$ cat src/hdl/rk4_drag_velocity_step_core_macros.svh
// ----------------------------------------------------------------------------
// rk4_drag_velocity_step_core_macros.svh
// Concurrent assertion macros used by the controller of the RK4 velocity step core.
// ----------------------------------------------------------------------------
`ifndef RK4_DRAG_VELOCITY_STEP_CORE_MACROS_SVH
`define RK4_DRAG_VELOCITY_STEP_CORE_MACROS_SVH

`ifndef SYNTHESIS

// same-cycle implication
`define RK4_ASSERT_IMPLY(label, clk, rst_n, ante, cons) \
    label: assert property (@(posedge clk) disable iff (!(rst_n)) (ante) |-> (cons)) \
        else $error("assertion failed");

// next-cycle implication
`define RK4_ASSERT_NEXT(label, clk, rst_n, ante, cons) \
    label: assert property (@(posedge clk) disable iff (!(rst_n)) (ante) |=> (cons)) \
        else $error("assertion failed");

`else

`define RK4_ASSERT_IMPLY(label, clk, rst_n, ante, cons)
`define RK4_ASSERT_NEXT(label, clk, rst_n, ante, cons)

`endif

`endif

$ cat src/hdl/rk4dv_pkg.sv
// ----------------------------------------------------------------------------
// rk4dv_pkg
// Shared types and constants for the RK4 drag velocity step core.
// ----------------------------------------------------------------------------
package rk4dv_pkg;

    // divide-by-three unit: one hex digit per cycle over a 52-bit dividend
    localparam int unsigned DIV_STEPS = 13;
    localparam int unsigned DIV_CNT_W = 4;

    // shared multiplier operand selects
    localparam logic [1:0] MUL_SQ = 2'd0;  // |v| * |v|
    localparam logic [1:0] MUL_LO = 2'd1;  // low word of v^2 * k
    localparam logic [1:0] MUL_HI = 2'd2;  // high word of v^2 * k
    localparam logic [1:0] MUL_DT = 2'd3;  // a * dt

    // RK4 stage indexes
    localparam logic [1:0] STAGE_FIRST = 2'd0;
    localparam logic [1:0] STAGE_FULL  = 2'd2;  // k3: stage velocity uses full dt
    localparam logic [1:0] STAGE_LAST  = 2'd3;  // k4: no stage velocity

    typedef struct packed {
        logic       load;
        logic       start;
        logic       mul_en;
        logic [1:0] mul_sel;
        logic       sum_en;
        logic       clamp_en;
        logic       acc_en;
        logic [1:0] stage;
        logic       div_load;
        logic       div_en;
        logic       fin_en;
        logic       out_load;
    } t_dp_cmd;

    typedef struct packed {
        logic finished;
    } t_dp_sts;

endpackage

$ cat src/hdl/rk4dv_ctrl.sv
// ----------------------------------------------------------------------------
// rk4dv_ctrl
// Sequencer for the RK4 step: four derivative evaluations on the shared
// multiplier, the divide by six, the state update and the output handshake.
// ----------------------------------------------------------------------------
`include "rk4_drag_velocity_step_core_macros.svh"

module rk4dv_ctrl (
    input  logic               i_clk,
    input  logic               i_rst_n,
    input  logic               i_s_valid,
    input  logic               i_s_kind,
    output logic               o_s_ready,
    output logic               o_m_valid,
    input  logic               i_m_ready,
    output rk4dv_pkg::t_dp_cmd o_cmd,
    input  rk4dv_pkg::t_dp_sts i_sts
);
    import rk4dv_pkg::*;

    localparam logic [3:0] S_IDLE  = 4'd0;
    localparam logic [3:0] S_SQ    = 4'd1;
    localparam logic [3:0] S_LO    = 4'd2;
    localparam logic [3:0] S_HI    = 4'd3;
    localparam logic [3:0] S_SUM   = 4'd4;
    localparam logic [3:0] S_CLAMP = 4'd5;
    localparam logic [3:0] S_MDT   = 4'd6;
    localparam logic [3:0] S_ACC   = 4'd7;
    localparam logic [3:0] S_DLOAD = 4'd8;
    localparam logic [3:0] S_DIV   = 4'd9;
    localparam logic [3:0] S_FIN   = 4'd10;
    localparam logic [3:0] S_DONE  = 4'd11;

    localparam logic [DIV_CNT_W-1:0] DIV_LAST = DIV_CNT_W'(DIV_STEPS - 1);

    logic [3:0]           r_state, n_state;
    logic [1:0]           r_stage, n_stage;
    logic [DIV_CNT_W-1:0] r_div_cnt, n_div_cnt;
    logic                 r_out_valid, n_out_valid;
    logic                 w_accept;
    logic                 w_out_free;
    logic                 w_div_done;
    logic                 w_acc_last;

    assign o_s_ready  = (r_state == S_IDLE);
    assign w_accept   = i_s_valid && o_s_ready;
    assign w_out_free = !r_out_valid || i_m_ready;
    assign o_m_valid  = r_out_valid;
    assign w_div_done = (r_state == S_DIV) && (r_div_cnt == DIV_LAST);
    assign w_acc_last = (r_state == S_ACC) && (r_stage == STAGE_LAST);

    always_comb begin
        o_cmd       = '0;
        o_cmd.stage = r_stage;
        n_state     = r_state;
        n_stage     = r_stage;
        n_div_cnt   = r_div_cnt;
        case (r_state)
            S_IDLE: begin
                if (w_accept) begin
                    o_cmd.load  = !i_s_kind;
                    o_cmd.start = i_s_kind;
                    n_stage     = STAGE_FIRST;
                    n_state     = (i_s_kind && !i_sts.finished) ? S_SQ : S_DONE;
                end
            end
            S_SQ: begin
                o_cmd.mul_en  = 1'b1;
                o_cmd.mul_sel = MUL_SQ;
                n_state       = S_LO;
            end
            S_LO: begin
                o_cmd.mul_en  = 1'b1;
                o_cmd.mul_sel = MUL_LO;
                n_state       = S_HI;
            end
            S_HI: begin
                o_cmd.mul_en  = 1'b1;
                o_cmd.mul_sel = MUL_HI;
                n_state       = S_SUM;
            end
            S_SUM: begin
                o_cmd.sum_en = 1'b1;
                n_state      = S_CLAMP;
            end
            S_CLAMP: begin
                o_cmd.clamp_en = 1'b1;
                n_state        = S_MDT;
            end
            S_MDT: begin
                o_cmd.mul_en  = 1'b1;
                o_cmd.mul_sel = MUL_DT;
                n_state       = S_ACC;
            end
            S_ACC: begin
                o_cmd.acc_en = 1'b1;
                if (w_acc_last) begin
                    n_state = S_DLOAD;
                end else begin
                    n_stage = r_stage + 2'd1;
                    n_state = S_SQ;
                end
            end
            S_DLOAD: begin
                o_cmd.div_load = 1'b1;
                n_div_cnt      = '0;
                n_state        = S_DIV;
            end
            S_DIV: begin
                o_cmd.div_en = 1'b1;
                n_div_cnt    = r_div_cnt + 1'b1;
                if (w_div_done) begin
                    n_state = S_FIN;
                end
            end
            S_FIN: begin
                o_cmd.fin_en = 1'b1;
                n_state      = S_DONE;
            end
            S_DONE: begin
                if (w_out_free) begin
                    o_cmd.out_load = 1'b1;
                    n_state        = S_IDLE;
                end
            end
            default: begin
                n_state = S_IDLE;
            end
        endcase
    end

    always_comb begin
        if (o_cmd.out_load) begin
            n_out_valid = 1'b1;
        end else if (i_m_ready) begin
            n_out_valid = 1'b0;
        end else begin
            n_out_valid = r_out_valid;
        end
    end

    always_ff @(posedge i_clk) begin
        if (!i_rst_n) begin
            r_state     <= S_IDLE;
            r_stage     <= STAGE_FIRST;
            r_div_cnt   <= '0;
            r_out_valid <= 1'b0;
        end else begin
            r_state     <= n_state;
            r_stage     <= n_stage;
            r_div_cnt   <= n_div_cnt;
            r_out_valid <= n_out_valid;
        end
    end

    `RK4_ASSERT_IMPLY(a_out_load_free, i_clk, i_rst_n, o_cmd.out_load, w_out_free)
    `RK4_ASSERT_NEXT(a_accept_branch, i_clk, i_rst_n, w_accept, r_state == S_SQ || r_state == S_DONE)
    `RK4_ASSERT_NEXT(a_div_exit, i_clk, i_rst_n, w_div_done, r_state == S_FIN)
    `RK4_ASSERT_NEXT(a_last_stage, i_clk, i_rst_n, w_acc_last, r_state == S_DLOAD)

endmodule

$ cat src/hdl/rk4dv_dp.sv
// ----------------------------------------------------------------------------
// rk4dv_dp
// Datapath: shared 32x32 multiplier, drag/gravity derivative, stage
// velocities, weighted sum, radix-16 divide by three, state and output regs.
// ----------------------------------------------------------------------------
module rk4dv_dp (
    input  logic               i_clk,
    input  logic               i_rst_n,
    input  rk4dv_pkg::t_dp_cmd i_cmd,
    output rk4dv_pkg::t_dp_sts o_sts,
    input  logic signed [31:0] i_start_velocity,
    input  logic [31:0]        i_start_time,
    input  logic [31:0]        i_drag_factor,
    input  logic [30:0]        i_gravity,
    input  logic [30:0]        i_time_step,
    input  logic [31:0]        i_time_limit,
    output logic [31:0]        o_time_now,
    output logic signed [31:0] o_velocity_now,
    output logic               o_finished,
    output logic               o_saturated
);
    import rk4dv_pkg::*;

    localparam logic signed [49:0] VMIN_50 = -50'sd2147483648;
    localparam logic signed [53:0] VMIN_54 = -54'sd2147483648;
    localparam logic [31:0]        VMIN_32 = 32'h8000_0000;
    localparam logic [48:0]        A_MAX   = 49'h0_8000_0000;

    logic signed [31:0] r_vel;
    logic [31:0]        r_time;
    logic signed [31:0] r_vs;
    logic [63:0]        r_prod;
    logic [31:0]        r_hi;
    logic [31:0]        r_lok;
    logic [47:0]        r_sum48;
    logic [31:0]        r_a;
    logic [65:0]        r_sum6;
    logic               r_sat;
    logic [51:0]        r_dv;
    logic [1:0]         r_rem;
    logic [31:0]        r_o_time;
    logic signed [31:0] r_o_vel;
    logic               r_o_fin;
    logic               r_o_sat;

    logic [31:0] w_mag, w_op_a, w_op_b;
    logic [63:0] w_prod, w_sum;
    logic [48:0] w_total;
    logic [65:0] w_weighted;
    logic [47:0] w_dec_stage;
    logic [49:0] w_vdiff;
    logic        w_vclip;
    logic [5:0]  w_x;
    logic [11:0] w_qp;
    logic [3:0]  w_q;
    logic [5:0]  w_r;
    logic [53:0] w_fdiff;
    logic        w_fclip;
    logic [32:0] w_tsum;
    logic        w_finished;

    assign w_mag = r_vs[31] ? 32'(-r_vs) : 32'(r_vs);

    always_comb begin
        case (i_cmd.mul_sel)
            MUL_SQ: begin
                w_op_a = w_mag;
                w_op_b = w_mag;
            end
            MUL_LO: begin
                w_op_a = r_prod[31:0];
                w_op_b = i_drag_factor;
            end
            MUL_HI: begin
                w_op_a = r_hi;
                w_op_b = i_drag_factor;
            end
            MUL_DT: begin
                w_op_a = r_a;
                w_op_b = {1'b0, i_time_step};
            end
            default: begin
                w_op_a = '0;
                w_op_b = '0;
            end
        endcase
    end

    assign w_prod  = 64'(w_op_a) * 64'(w_op_b);
    assign w_sum   = r_prod + {32'd0, r_lok};
    assign w_total = {1'b0, r_sum48} + {18'd0, i_gravity};

    // k1 and k4 weigh once, k2 and k3 twice
    assign w_weighted  = ((i_cmd.stage == STAGE_FIRST) || (i_cmd.stage == STAGE_LAST))
                       ? {2'b00, r_prod} : {1'b0, r_prod, 1'b0};
    assign w_dec_stage = (i_cmd.stage == STAGE_FULL) ? r_prod[63:16] : {1'b0, r_prod[63:17]};
    assign w_vdiff     = {{18{r_vel[31]}}, r_vel} - {2'b00, w_dec_stage};
    assign w_vclip     = $signed(w_vdiff) < VMIN_50;

    // one quotient digit: x < 48, floor(x/3) = (x*43) >> 7
    assign w_x  = {r_rem, r_dv[51:48]};
    assign w_qp = 12'(w_x) * 12'd43;
    assign w_q  = w_qp[10:7];
    assign w_r  = w_x - {1'b0, w_q, 1'b0} - {2'b00, w_q};

    assign w_fdiff = {{22{r_vel[31]}}, r_vel} - {2'b00, r_dv};
    assign w_fclip = $signed(w_fdiff) < VMIN_54;
    assign w_tsum  = {1'b0, r_time} + {2'b00, i_time_step};

    assign w_finished   = (r_time >= i_time_limit) || r_vel[31] || (r_vel == '0);
    assign o_sts.finished = w_finished;

    always_ff @(posedge i_clk) begin
        if (!i_rst_n) begin
            r_vel  <= '0;
            r_time <= '0;
        end else if (i_cmd.load) begin
            r_vel  <= i_start_velocity;
            r_time <= i_start_time;
        end else if (i_cmd.fin_en) begin
            r_vel  <= w_fclip ? VMIN_32 : w_fdiff[31:0];
            r_time <= w_tsum[32] ? 32'hFFFF_FFFF : w_tsum[31:0];
        end
    end

    always_ff @(posedge i_clk) begin
        if (i_cmd.load || i_cmd.start) begin
            r_sat <= 1'b0;
        end else if (i_cmd.acc_en && (i_cmd.stage != STAGE_LAST)) begin
            r_sat <= r_sat | w_vclip;
        end else if (i_cmd.fin_en) begin
            r_sat <= r_sat | w_fclip;
        end
    end

    always_ff @(posedge i_clk) begin
        if (i_cmd.start) begin
            r_vs <= r_vel;
        end else if (i_cmd.acc_en && (i_cmd.stage != STAGE_LAST)) begin
            r_vs <= w_vclip ? VMIN_32 : w_vdiff[31:0];
        end
    end

    always_ff @(posedge i_clk) begin
        if (i_cmd.mul_en) begin
            r_prod <= w_prod;
        end
        if (i_cmd.mul_en && (i_cmd.mul_sel == MUL_LO)) begin
            r_hi <= r_prod[63:32];
        end
        if (i_cmd.mul_en && (i_cmd.mul_sel == MUL_HI)) begin
            r_lok <= r_prod[63:32];
        end
        if (i_cmd.sum_en) begin
            r_sum48 <= w_sum[63:16];
        end
        if (i_cmd.clamp_en) begin
            r_a <= (w_total > A_MAX) ? VMIN_32 : w_total[31:0];
        end
    end

    always_ff @(posedge i_clk) begin
        if (i_cmd.start) begin
            r_sum6 <= '0;
        end else if (i_cmd.acc_en) begin
            r_sum6 <= r_sum6 + w_weighted;
        end
    end

    always_ff @(posedge i_clk) begin
        if (i_cmd.div_load) begin
            r_dv  <= {3'b000, r_sum6[65:17]};
            r_rem <= 2'd0;
        end else if (i_cmd.div_en) begin
            r_dv  <= {r_dv[47:0], w_q};
            r_rem <= w_r[1:0];
        end
    end

    always_ff @(posedge i_clk) begin
        if (i_cmd.out_load) begin
            r_o_time <= r_time;
            r_o_vel  <= r_vel;
            r_o_fin  <= w_finished;
            r_o_sat  <= r_sat;
        end
    end

    assign o_time_now     = r_o_time;
    assign o_velocity_now = r_o_vel;
    assign o_finished     = r_o_fin;
    assign o_saturated    = r_o_sat;

endmodule

$ cat src/hdl/rk4_drag_velocity_step_core.sv
// Sequence: a load item, or a step once the run has finished, goes from acceptance to the
// done state; an active RK4 step first runs four derivatives and the final divide.
// An item is accepted only while idle; each active step makes sixteen passes through the
// one shared 32x32 multiplier (four per derivative), then the radix-16 divide by three.
// Reset: synchronous, active low; clears velocity, time and handshake state and
// returns the configuration registers to their defaults.
// ----------------------------------------------------------------------------
// rk4_drag_velocity_step_core
// Top level: stream ports, APB configuration registers, controller and datapath.
// ----------------------------------------------------------------------------
module rk4_drag_velocity_step_core (
    input  logic        i_clk,
    input  logic        i_rst_n,
    input  logic        i_s_axis_tvalid,
    output logic        o_s_axis_tready,
    input  logic [63:0] i_s_axis_tdata,   // [31:0] start_velocity, [63:32] start_time
    input  logic [0:0]  i_s_axis_tuser,   // [0] kind
    output logic        o_m_axis_tvalid,
    input  logic        i_m_axis_tready,
    output logic [63:0] o_m_axis_tdata,   // [31:0] time_now, [63:32] velocity_now
    output logic [1:0]  o_m_axis_tuser,   // [0] finished, [1] saturated
    input  logic        psel,
    input  logic        penable,
    input  logic        pwrite,
    input  logic [3:0]  paddr,
    input  logic [31:0] pwdata,
    output logic [31:0] prdata,
    output logic        pready
);
    import rk4dv_pkg::*;

    localparam logic [1:0] REG_DRAG    = 2'd0;
    localparam logic [1:0] REG_GRAVITY = 2'd1;
    localparam logic [1:0] REG_DT      = 2'd2;
    localparam logic [1:0] REG_LIMIT   = 2'd3;

    localparam logic [31:0] DRAG_RST    = 32'd1390571;
    localparam logic [30:0] GRAVITY_RST = 31'd642908;
    localparam logic [30:0] DT_RST      = 31'd6554;
    localparam logic [31:0] LIMIT_RST   = 32'd1638400;

    logic [31:0] r_drag_factor;
    logic [30:0] r_gravity;
    logic [30:0] r_time_step;
    logic [31:0] r_time_limit;
    logic        w_cfg_wr;
    logic [1:0]  w_cfg_idx;

    t_dp_cmd w_cmd;
    t_dp_sts w_sts;

    logic [31:0]        w_time_now;
    logic signed [31:0] w_velocity_now;
    logic               w_finished;
    logic               w_saturated;

    assign pready    = 1'b1;
    assign w_cfg_idx = paddr[3:2];
    assign w_cfg_wr  = psel && penable && pwrite && pready;

    always_ff @(posedge i_clk) begin
        if (!i_rst_n) begin
            r_drag_factor <= DRAG_RST;
            r_gravity     <= GRAVITY_RST;
            r_time_step   <= DT_RST;
            r_time_limit  <= LIMIT_RST;
        end else if (w_cfg_wr) begin
            case (w_cfg_idx)
                REG_DRAG:    r_drag_factor <= pwdata;
                REG_GRAVITY: r_gravity     <= pwdata[30:0];
                REG_DT:      r_time_step   <= pwdata[30:0];
                REG_LIMIT:   r_time_limit  <= pwdata;
                default: begin
                end
            endcase
        end
    end

    always_comb begin
        case (w_cfg_idx)
            REG_DRAG:    prdata = r_drag_factor;
            REG_GRAVITY: prdata = {1'b0, r_gravity};
            REG_DT:      prdata = {1'b0, r_time_step};
            REG_LIMIT:   prdata = r_time_limit;
            default:     prdata = '0;
        endcase
    end

    rk4dv_ctrl u_ctrl (
        .i_clk     (i_clk),
        .i_rst_n   (i_rst_n),
        .i_s_valid (i_s_axis_tvalid),
        .i_s_kind  (i_s_axis_tuser[0]),
        .o_s_ready (o_s_axis_tready),
        .o_m_valid (o_m_axis_tvalid),
        .i_m_ready (i_m_axis_tready),
        .o_cmd     (w_cmd),
        .i_sts     (w_sts)
    );

    rk4dv_dp u_dp (
        .i_clk            (i_clk),
        .i_rst_n          (i_rst_n),
        .i_cmd            (w_cmd),
        .o_sts            (w_sts),
        .i_start_velocity (i_s_axis_tdata[31:0]),
        .i_start_time     (i_s_axis_tdata[63:32]),
        .i_drag_factor    (r_drag_factor),
        .i_gravity        (r_gravity),
        .i_time_step      (r_time_step),
        .i_time_limit     (r_time_limit),
        .o_time_now       (w_time_now),
        .o_velocity_now   (w_velocity_now),
        .o_finished       (w_finished),
        .o_saturated      (w_saturated)
    );

    assign o_m_axis_tdata = {w_velocity_now, w_time_now};
    assign o_m_axis_tuser = {w_saturated, w_finished};

endmodule

$ cat config.mk
export PLATFORM = sky130hd
export DESIGN_NAME = rk4_drag_velocity_step_core
export DESIGN_NICKNAME = d
export VERILOG_FILES = /design/src/hdl/rk4dv_pkg.sv /design/src/hdl/rk4dv_ctrl.sv /design/src/hdl/rk4dv_dp.sv /design/src/hdl/rk4_drag_velocity_step_core.sv
export VERILOG_INCLUDE_DIRS = /design/src /design/src/hdl
export SDC_FILE = /design/constraint.sdc
export NUM_CORES = 2
export LEC_CHECK = 0
export BUFFER_PORTS_ARGS = -buffer_cell sky130_fd_sc_hd__buf_2
export CORE_MARGIN = 10
export CORE_UTILIZATION = 35
export DETAILED_ROUTE_END_ITERATION = 10
export GPL_TIMING_DRIVEN = 0
export PLACE_DENSITY = 0.58
export SLEW_MARGIN = 20
export SYNTH_ARGS = -nofsm -noshare
export SYNTH_HDL_FRONTEND = slang
export SYNTH_SLANG_ARGS = --single-unit
$ cat constraint.sdc
create_clock -name i_clk -period 12.7 [get_ports i_clk]
set_clock_uncertainty 0.1 [all_clocks]
set_input_delay 1.905 -clock i_clk [delete_from_list [all_inputs] [get_ports i_clk]]
set_output_delay 1.905 -clock i_clk [all_outputs]
set_load 0.02 [all_outputs]
# Word level (Yosys, flattened, before mapping)
# Cells that the tools add are included.
[totals]
reg_bits = 628
in_bits = 108
out_inout_bits = 101
elab_cells = 147
[classes]
add_sub_neg = 11
mul = 2
magnitude_cmp = 4
eq_ne = 25
muxes = 42
bitwise = 2
n_reduce_logical = 36
[op_table]
columns = ["op", "count"]
rows = [
  ["$mux W32", 10],
  ["$pmux W32 S4", 2],
  ["$mux W49", 2],
  ["$pmux W32 S3", 1],
  ["$add A66 B66 Y66", 1],
  ["$mux W65", 1],
  ["$add A64 B32 Y64", 1],
  ["$mul A32 B32 Y64", 1],
  ["$lt A54 B32 Y1 const B", 1],
  ["$sub A32 B53 Y54", 1],
  ["$lt A50 B32 Y1 const B", 1],
  ["$sub A32 B49 Y50", 1],
  ["$add A48 B31 Y49", 1],
  ["$gt A49 B32 Y1 const B", 1],
  ["$mux W48", 1],
  ["$pmux W4 S12", 1],
  ["$add A32 B31 Y33", 1],
  ["$ge A32 B32 Y1", 1],
  ["$logic_not A32 Y1", 1],
  ["$neg A32 Y32", 1],
  ["$eq A4 B4 Y1 const B", 5],
  ["$mux W4", 5],
  ["$eq A4 B3 Y1 const B", 4],
  ["$reduce_bool A2 Y1", 7],
  ["24 further kinds", 70],
]

# Depth between registers and ports, before layout
[logic_depth]
ltp_word = 8
mapped_depth = 44
ltp_nobuf = 39

# Modules after synthesis
# Synthesis repeated with hierarchy kept, for this count alone.
[hier_totals]
cells_unflattened = 8663
hier_area_um2 = 76627.2
[modules_own_cells]
columns = ["module", "instances", "cells_each", "area_each_um2"]
rows = [
  ["rk4dv_dp", 1, 8045, 70179.8],
  ["rk4_drag_velocity_step_core", 1, 533, 5703.0],
  ["rk4dv_ctrl", 1, 85, 744.5],
]

# Worst setup path after synthesis
# Ideal clock, no wire load.
[synth_path]
kind = "flip-flop to flip-flop"
startpoint = "reg u_dp.r_vs[2]"
endpoint = "reg u_dp.r_prod[62] (data pin)"
setup_ns = 0.258
arrival_ns = 9.948
setup_slack_ns = 2.395
stages_incl_launch_ff = 40
path_buffers = 3
path_cell_list = "edfxtp_1 or4_1 nand2b_1 or3_1 clkbuf_1 nor2_1 nand2_1 o41ai_1 xor2_1 and2_1 a31oi_1 clkbuf_1 nand2_1 fa_1 inv_1 fa_1 inv_1 fa_1 [4 not listed] fa_1 inv_1 fa_1 inv_1 ha_1 clkbuf_1 and3_1 nand3_1 or3_1 nor3_1 nor3b_1 o31ai_1 a41oi_1 a211oi_1 o21a_1 a221o_1 a21oi_1 xnor2_1"
[synth_between]
elab_chain_len = 4
elab_cells_between_ends = 5
[synth_lines]
columns = ["element", "line_no", "source"]
rows = [
  ["from (decl)", "rk4dv_dp.sv:31", "logic signed [31:0] r_vs;"],
  ["from (signal assigned)", "rk4dv_dp.sv:138", "r_vs <= r_vel;"],
  ["from (signal assigned)", "rk4dv_dp.sv:140", "r_vs <= w_vclip ? VMIN_32 : w_vdiff[31:0];"],
  ["$neg A32 Y32", "rk4dv_dp.sv:62", "assign w_mag = r_vs[31] ? 32'(-r_vs) : 32'(r_vs);"],
  ["$mux W32 (*)", "rk4dv_dp.sv:62", ""],
  ["$pmux W32 S4 / $pmux W32 S3 (equally long branches)", "rk4dv_dp.sv:65", "case (i_cmd.mul_sel)"],
  ["$mul A32 B32 Y64 (*)", "rk4dv_dp.sv:89", "assign w_prod = 64'(w_op_a) * 64'(w_op_b);"],
  ["via u_dp.w_prod[62]", "rk4dv_dp.sv:47", "logic [63:0] w_prod, w_sum;"],
  ["to (signal assigned)", "rk4dv_dp.sv:146", "r_prod <= w_prod;"],
  ["to (decl)", "rk4dv_dp.sv:32", "logic [63:0] r_prod;"],
]
# The timed path passes the listed nets; every way through them passes the cells marked *.
# A chain may end at the register's enable or synchronous reset.

# Final worst setup path
[layout_path]
startpoint = "reg u_ctrl.r_state[0]"
endpoint = "reg u_dp.r_prod[62] (data pin)"
[layout_between]
elab_chain_len = 6
elab_cells_between_ends = 13
[layout_lines]
columns = ["element", "line_no", "source"]
rows = [
  ["from (decl)", "rk4dv_ctrl.sv:36", "logic [3:0] r_state, n_state;"],
  ["from (signal assigned)", "rk4dv_ctrl.sv:149", "r_state <= n_state;"],
  ["$eq A4 B3 Y1, or another cell as far along", "rk4dv_ctrl.sv:58", "case (r_state)"],
  ["$pmux W3 S4 (*)", "rk4dv_ctrl.sv:58", ""],
  ["$eq A2 B2 Y1 / $eq A2 B1 Y1 (equally long branches)", "rk4dv_dp.sv:65", ""],
  ["$reduce_or A2 Y1 (no line)", "n/a", ""],
  ["$pmux W32 S3", "rk4dv_dp.sv:65", ""],
  ["$mul A32 B32 Y64 (*)", "rk4dv_dp.sv:89", ""],
  ["via u_dp.w_prod[62]", "rk4dv_dp.sv:47", ""],
]
# Marks and branches as above.

==> results.json <==
{
  "status": "complete, no violations",
  "critical_path.endpoint": "u_dp.r_prod[62]",
  "total_wire_length_mm": 321,
  "critical-path-slowest-cell": "sky130_fd_sc_hd__fa_1",
  "timing_worst_setup_path_type": "reg -> reg",
  "die-area_um2": 232000,
  "critical_path_required_ns": 13.05,
  "path_common_cell": "sky130_fd_sc_hd__fa_1",
  "ys_seq_elements": 628,
  "clkSlewWorstSetupHoldPaths_ns": 0.06,
  "timing.critical_path.to_type": "flop",
  "detailed_place_hpwl_mm": 266,
  "min-delay-path-class": "reg -> reg",
  "timing.critical_path.slowest_cell_delay_ns": 0.67,
  "place_congestion": 1.05,
  "drt.antenna.violating_nets": 0,
  "measured_slew_at_the_worst_slew_check_pin_ns": 1.31,
  "r2r_setup_slack_ns": 0.21,
  "buffer_ports.inserted": 205,
  "startpoint": "u_ctrl.r_state[0]",
  "synth-edff-count": 355,
  "postSynthNetCount": 10073,
  "via_count": 65673,
  "buffers_from_clock_root_to_sink_at_most": 3,
  "layout.nets": 10364,
  "grt_antenna_before_repair": 28,
  "clk_root_buffer_cell": "sky130_fd_sc_hd__clkbuf_16",
  "overflow": 0,
  "yosysSeqAreaShare": 0.216,
  "die_w_um": 482,
  "syn-mean-instance-area_um2": 8.81,
  "place_ws_ns": -2.67,
  "dr_drc_count": 0,
  "ys.warnings.count": 0,
  "clock.fmax_mhz": 80.1,
  "worst-r2r-cell-count": 36,
  "clock_sink_count": 628,
  "rows": 169,
  "async_flop_share": 0,
  "tritoncts": "done",
  "synthCells": 8469,
  "floorplan.core_area_um2": 212000,
  "start_kind": "flop",
  "flow.area_growth_from_synthesis_pct": 10.8,
  "detailedRoute.firstPassIterationCount": 6,
  "ys.flop_type": "sky130_fd_sc_hd__edfxtp_1",
  "worst_r2r_startpoint": "u_ctrl.r_state[0]",
  "regToRegEndpoint": "u_dp.r_prod[62]",
  "synth.distinct_cells": 100,
  "final-hold-violation-count": 0,
  "timing.slew.headroom": 0.124,
  "wire_length_of_the_first_global_routing_pass_mm": 461,
  "die_h_um": 482,
  "num_io_pins": 209,
  "postLayoutSetupSlackWorst_ns": 0.212,
  "drive_gt1_frac": 0.0854,
  "grt_pass1_vias": 65282,
  "final-max-slew-violation-count": 0,
  "report.final.setup_viol": 0,
  "max-cap-violations": 0,
  "grt_use_total": 0.271,
  "final.period_utilization": 0.983,
  "drtIter0Drc": 7295,
  "start_util": 0.352,
  "grt_start_max_net_pins": 57,
  "vias_per_cell": 5.64,
  "cp_data_arrival_time_ns": 12.84,
  "tritoncts_buffer_count": 75,
  "syn-cell-area_um2": 74600,
  "skew_pair_late_insertion_delay_ns": 0.72,
  "cts-htree-levels": 3,
  "period_minus_slack_ns": 12.49,
  "critical_path.max_fanout": 10,
  "routed_wire_length_per_instance_um": 27.5
}
-- metal layers --
metal / wire length (um) / global-route usage / up-vias
met4: 18800 / 0.128 / 24
met1: 129000 / 0.356 / 32831
met3: 31700 / 0.0610 / 756
met5: 172 / 0 / -
li1: - / - / 28701
met2: 141000 / 0.422 / 3361
-- cell usage after synthesis, types with 103 or more instances --
master                     instances  area share
sky130_fd_sc_hd__a21boi_0        103       0.010
sky130_fd_sc_hd__a21o_1          195       0.020
sky130_fd_sc_hd__a21oi_1         431       0.029
sky130_fd_sc_hd__clkbuf_1        361       0.018
sky130_fd_sc_hd__dfxtp_1         273       0.073
sky130_fd_sc_hd__edfxtp_1        355        0.14
sky130_fd_sc_hd__fa_1            905        0.24
sky130_fd_sc_hd__ha_1            591       0.099
sky130_fd_sc_hd__inv_1          1097       0.055
sky130_fd_sc_hd__nand2_1        1281       0.064
sky130_fd_sc_hd__nand3_1         163       0.011
sky130_fd_sc_hd__nor2_1          805       0.041
sky130_fd_sc_hd__o21ai_0         271       0.018
sky130_fd_sc_hd__xnor2_1         184       0.022
sky130_fd_sc_hd__xor2_1          132       0.016
-- area by class of cell --
class / count / area (um^2)
Tap cell: 2821 / 3530
Antenna cell: 10 / 25.0
Multi-Input combinational cell: 6315 / 53000
Sequential cell: 628 / 16100
Clock buffer: 92 / 2020
Fill cell: 21466 / 129000
Timing Repair Buffer: 233 / 1480
Buffer: 408 / 1810
Clock inverter: 46 / 509
Inverter: 1099 / 4130
-- worst min path at each step --
stage                               start          endpoint  slack [ns]  cells after the start
after floorplan                u_dp.r_sat  u_dp.o_saturated        0.31                      0
after global placement     u_dp.r_sum6[5]    u_dp.r_sum6[5]        0.34                      2
after global routing       u_dp.r_sum6[7]    u_dp.r_sum6[7]        0.38                      2
final                     u_dp.r_sum6[15]   u_dp.r_sum6[15]        0.36                      2
after CTS                  u_dp.r_sum6[4]    u_dp.r_sum6[4]        0.36                      2
after detailed placement   u_dp.r_sum6[4]    u_dp.r_sum6[4]        0.35                      2
-- placed cells by master, fill, tap and decap left out, types with 47 or more instances in the layout --
master / n
sky130_fd_sc_hd__buf_2: 243
sky130_fd_sc_hd__ha_1: 588
sky130_fd_sc_hd__or3_1: 57
sky130_fd_sc_hd__o211ai_1: 67
sky130_fd_sc_hd__inv_1: 1097
sky130_fd_sc_hd__nor3_1: 53
sky130_fd_sc_hd__o31ai_1: 59
sky130_fd_sc_hd__mux2_2: 67
sky130_fd_sc_hd__clkbuf_1: 238
sky130_fd_sc_hd__nand3_1: 163
sky130_fd_sc_hd__clkbuf_16: 77
sky130_fd_sc_hd__o21a_1: 53
sky130_fd_sc_hd__nand2b_1: 61
sky130_fd_sc_hd__o21bai_1: 51
sky130_fd_sc_hd__xnor2_1: 184
sky130_fd_sc_hd__o21ai_0: 262
sky130_fd_sc_hd__a21o_1: 195
sky130_fd_sc_hd__mux2i_1: 58
sky130_fd_sc_hd__fa_1: 905
sky130_fd_sc_hd__edfxtp_1: 355
sky130_fd_sc_hd__nand4_1: 71
sky130_fd_sc_hd__a21boi_0: 102
sky130_fd_sc_hd__and3_1: 47
sky130_fd_sc_hd__dfxtp_1: 272
sky130_fd_sc_hd__nor2b_1: 48
sky130_fd_sc_hd__and2_1: 58
sky130_fd_sc_hd__nor2_1: 802
sky130_fd_sc_hd__clkbuf_2: 99
sky130_fd_sc_hd__nand2_1: 1262
sky130_fd_sc_hd__xor2_1: 131
sky130_fd_sc_hd__a21oi_1: 424
-- sequential cells by signal, indices dropped and copies added (netlist names), 2 cells and up --
name,flops
u_dp.r_vel,32
u_ctrl.r_stage,2
u_dp.r_prod,64
r_gravity,31
u_ctrl.r_div_cnt,4
u_dp.r_sum6,66
u_dp.r_vs,32
r_time_limit,32
u_dp.r_hi,32
u_ctrl.r_state,4
u_dp.r_time,32
u_dp.o_time_now,32
u_dp.r_dv,52
u_dp.r_lok,32
u_dp.r_a,32
u_dp.o_velocity_now,32
u_dp.r_rem,2
r_drag_factor,32
r_time_step,31
u_dp.r_sum48,48
-- per-stage QoR --
step | cell area, um^2 | hold WS [ns] | setup TNS, ns | instances | utilization
floorplan | 74600 | 0.309 | 0 | 8469 | -
global placement | 79100 | 0.345 | -49.91 | 11495 | 0.373
detailed placement | 79600 | 0.353 | -41.80 | 11519 | 0.375
CTS | 82500 | 0.359 | 0 | 11651 | 0.389
global route | 82600 | 0.380 | -0.00511 | 11643 | 0.390
finish | 82600 | 0.357 | 0 | 11652 | 0.390
-- logic make-up after synthesis --
group           count (synthesis)  share of synthesized area
other cells                     1                  0.0000503
mux                           156                     0.0273
buf+inv                      1526                     0.0780
xor+xnor                      316                     0.0371
simple gates                 2760                      0.159
compound gates               1586                      0.140
flops                         628                      0.216
fa+ha+maj                    1496                      0.342
-- critical path, delay by kind of cell (launching register included) --
family                     cells  cell delay, ns
adders and majority gates     10            4.97
DFF                            1            0.52
buffers and inverters          9            1.91
xor gates and xnor gates       2            0.29
AOI/OAI and AO/OA              8            2.51
and+or+nand+nor                7            1.87
-- what timing repair did --
| action | in CTS | in global routing |
|---|---|---|
| buffers inserted | 2 | 2 |
| pin swaps | 1 | 1 |
| hold buffers | 0 | 0 |
| endpoints found under the hold margin | 0 | 0 |
| resized for setup | 143 | 131 |
| setup endpoints to repair | 35 | 15 |
Power is left out: the tool's default activity adds up to more than one toggle a clock period on the data nets, which glitch-free logic cannot reach.
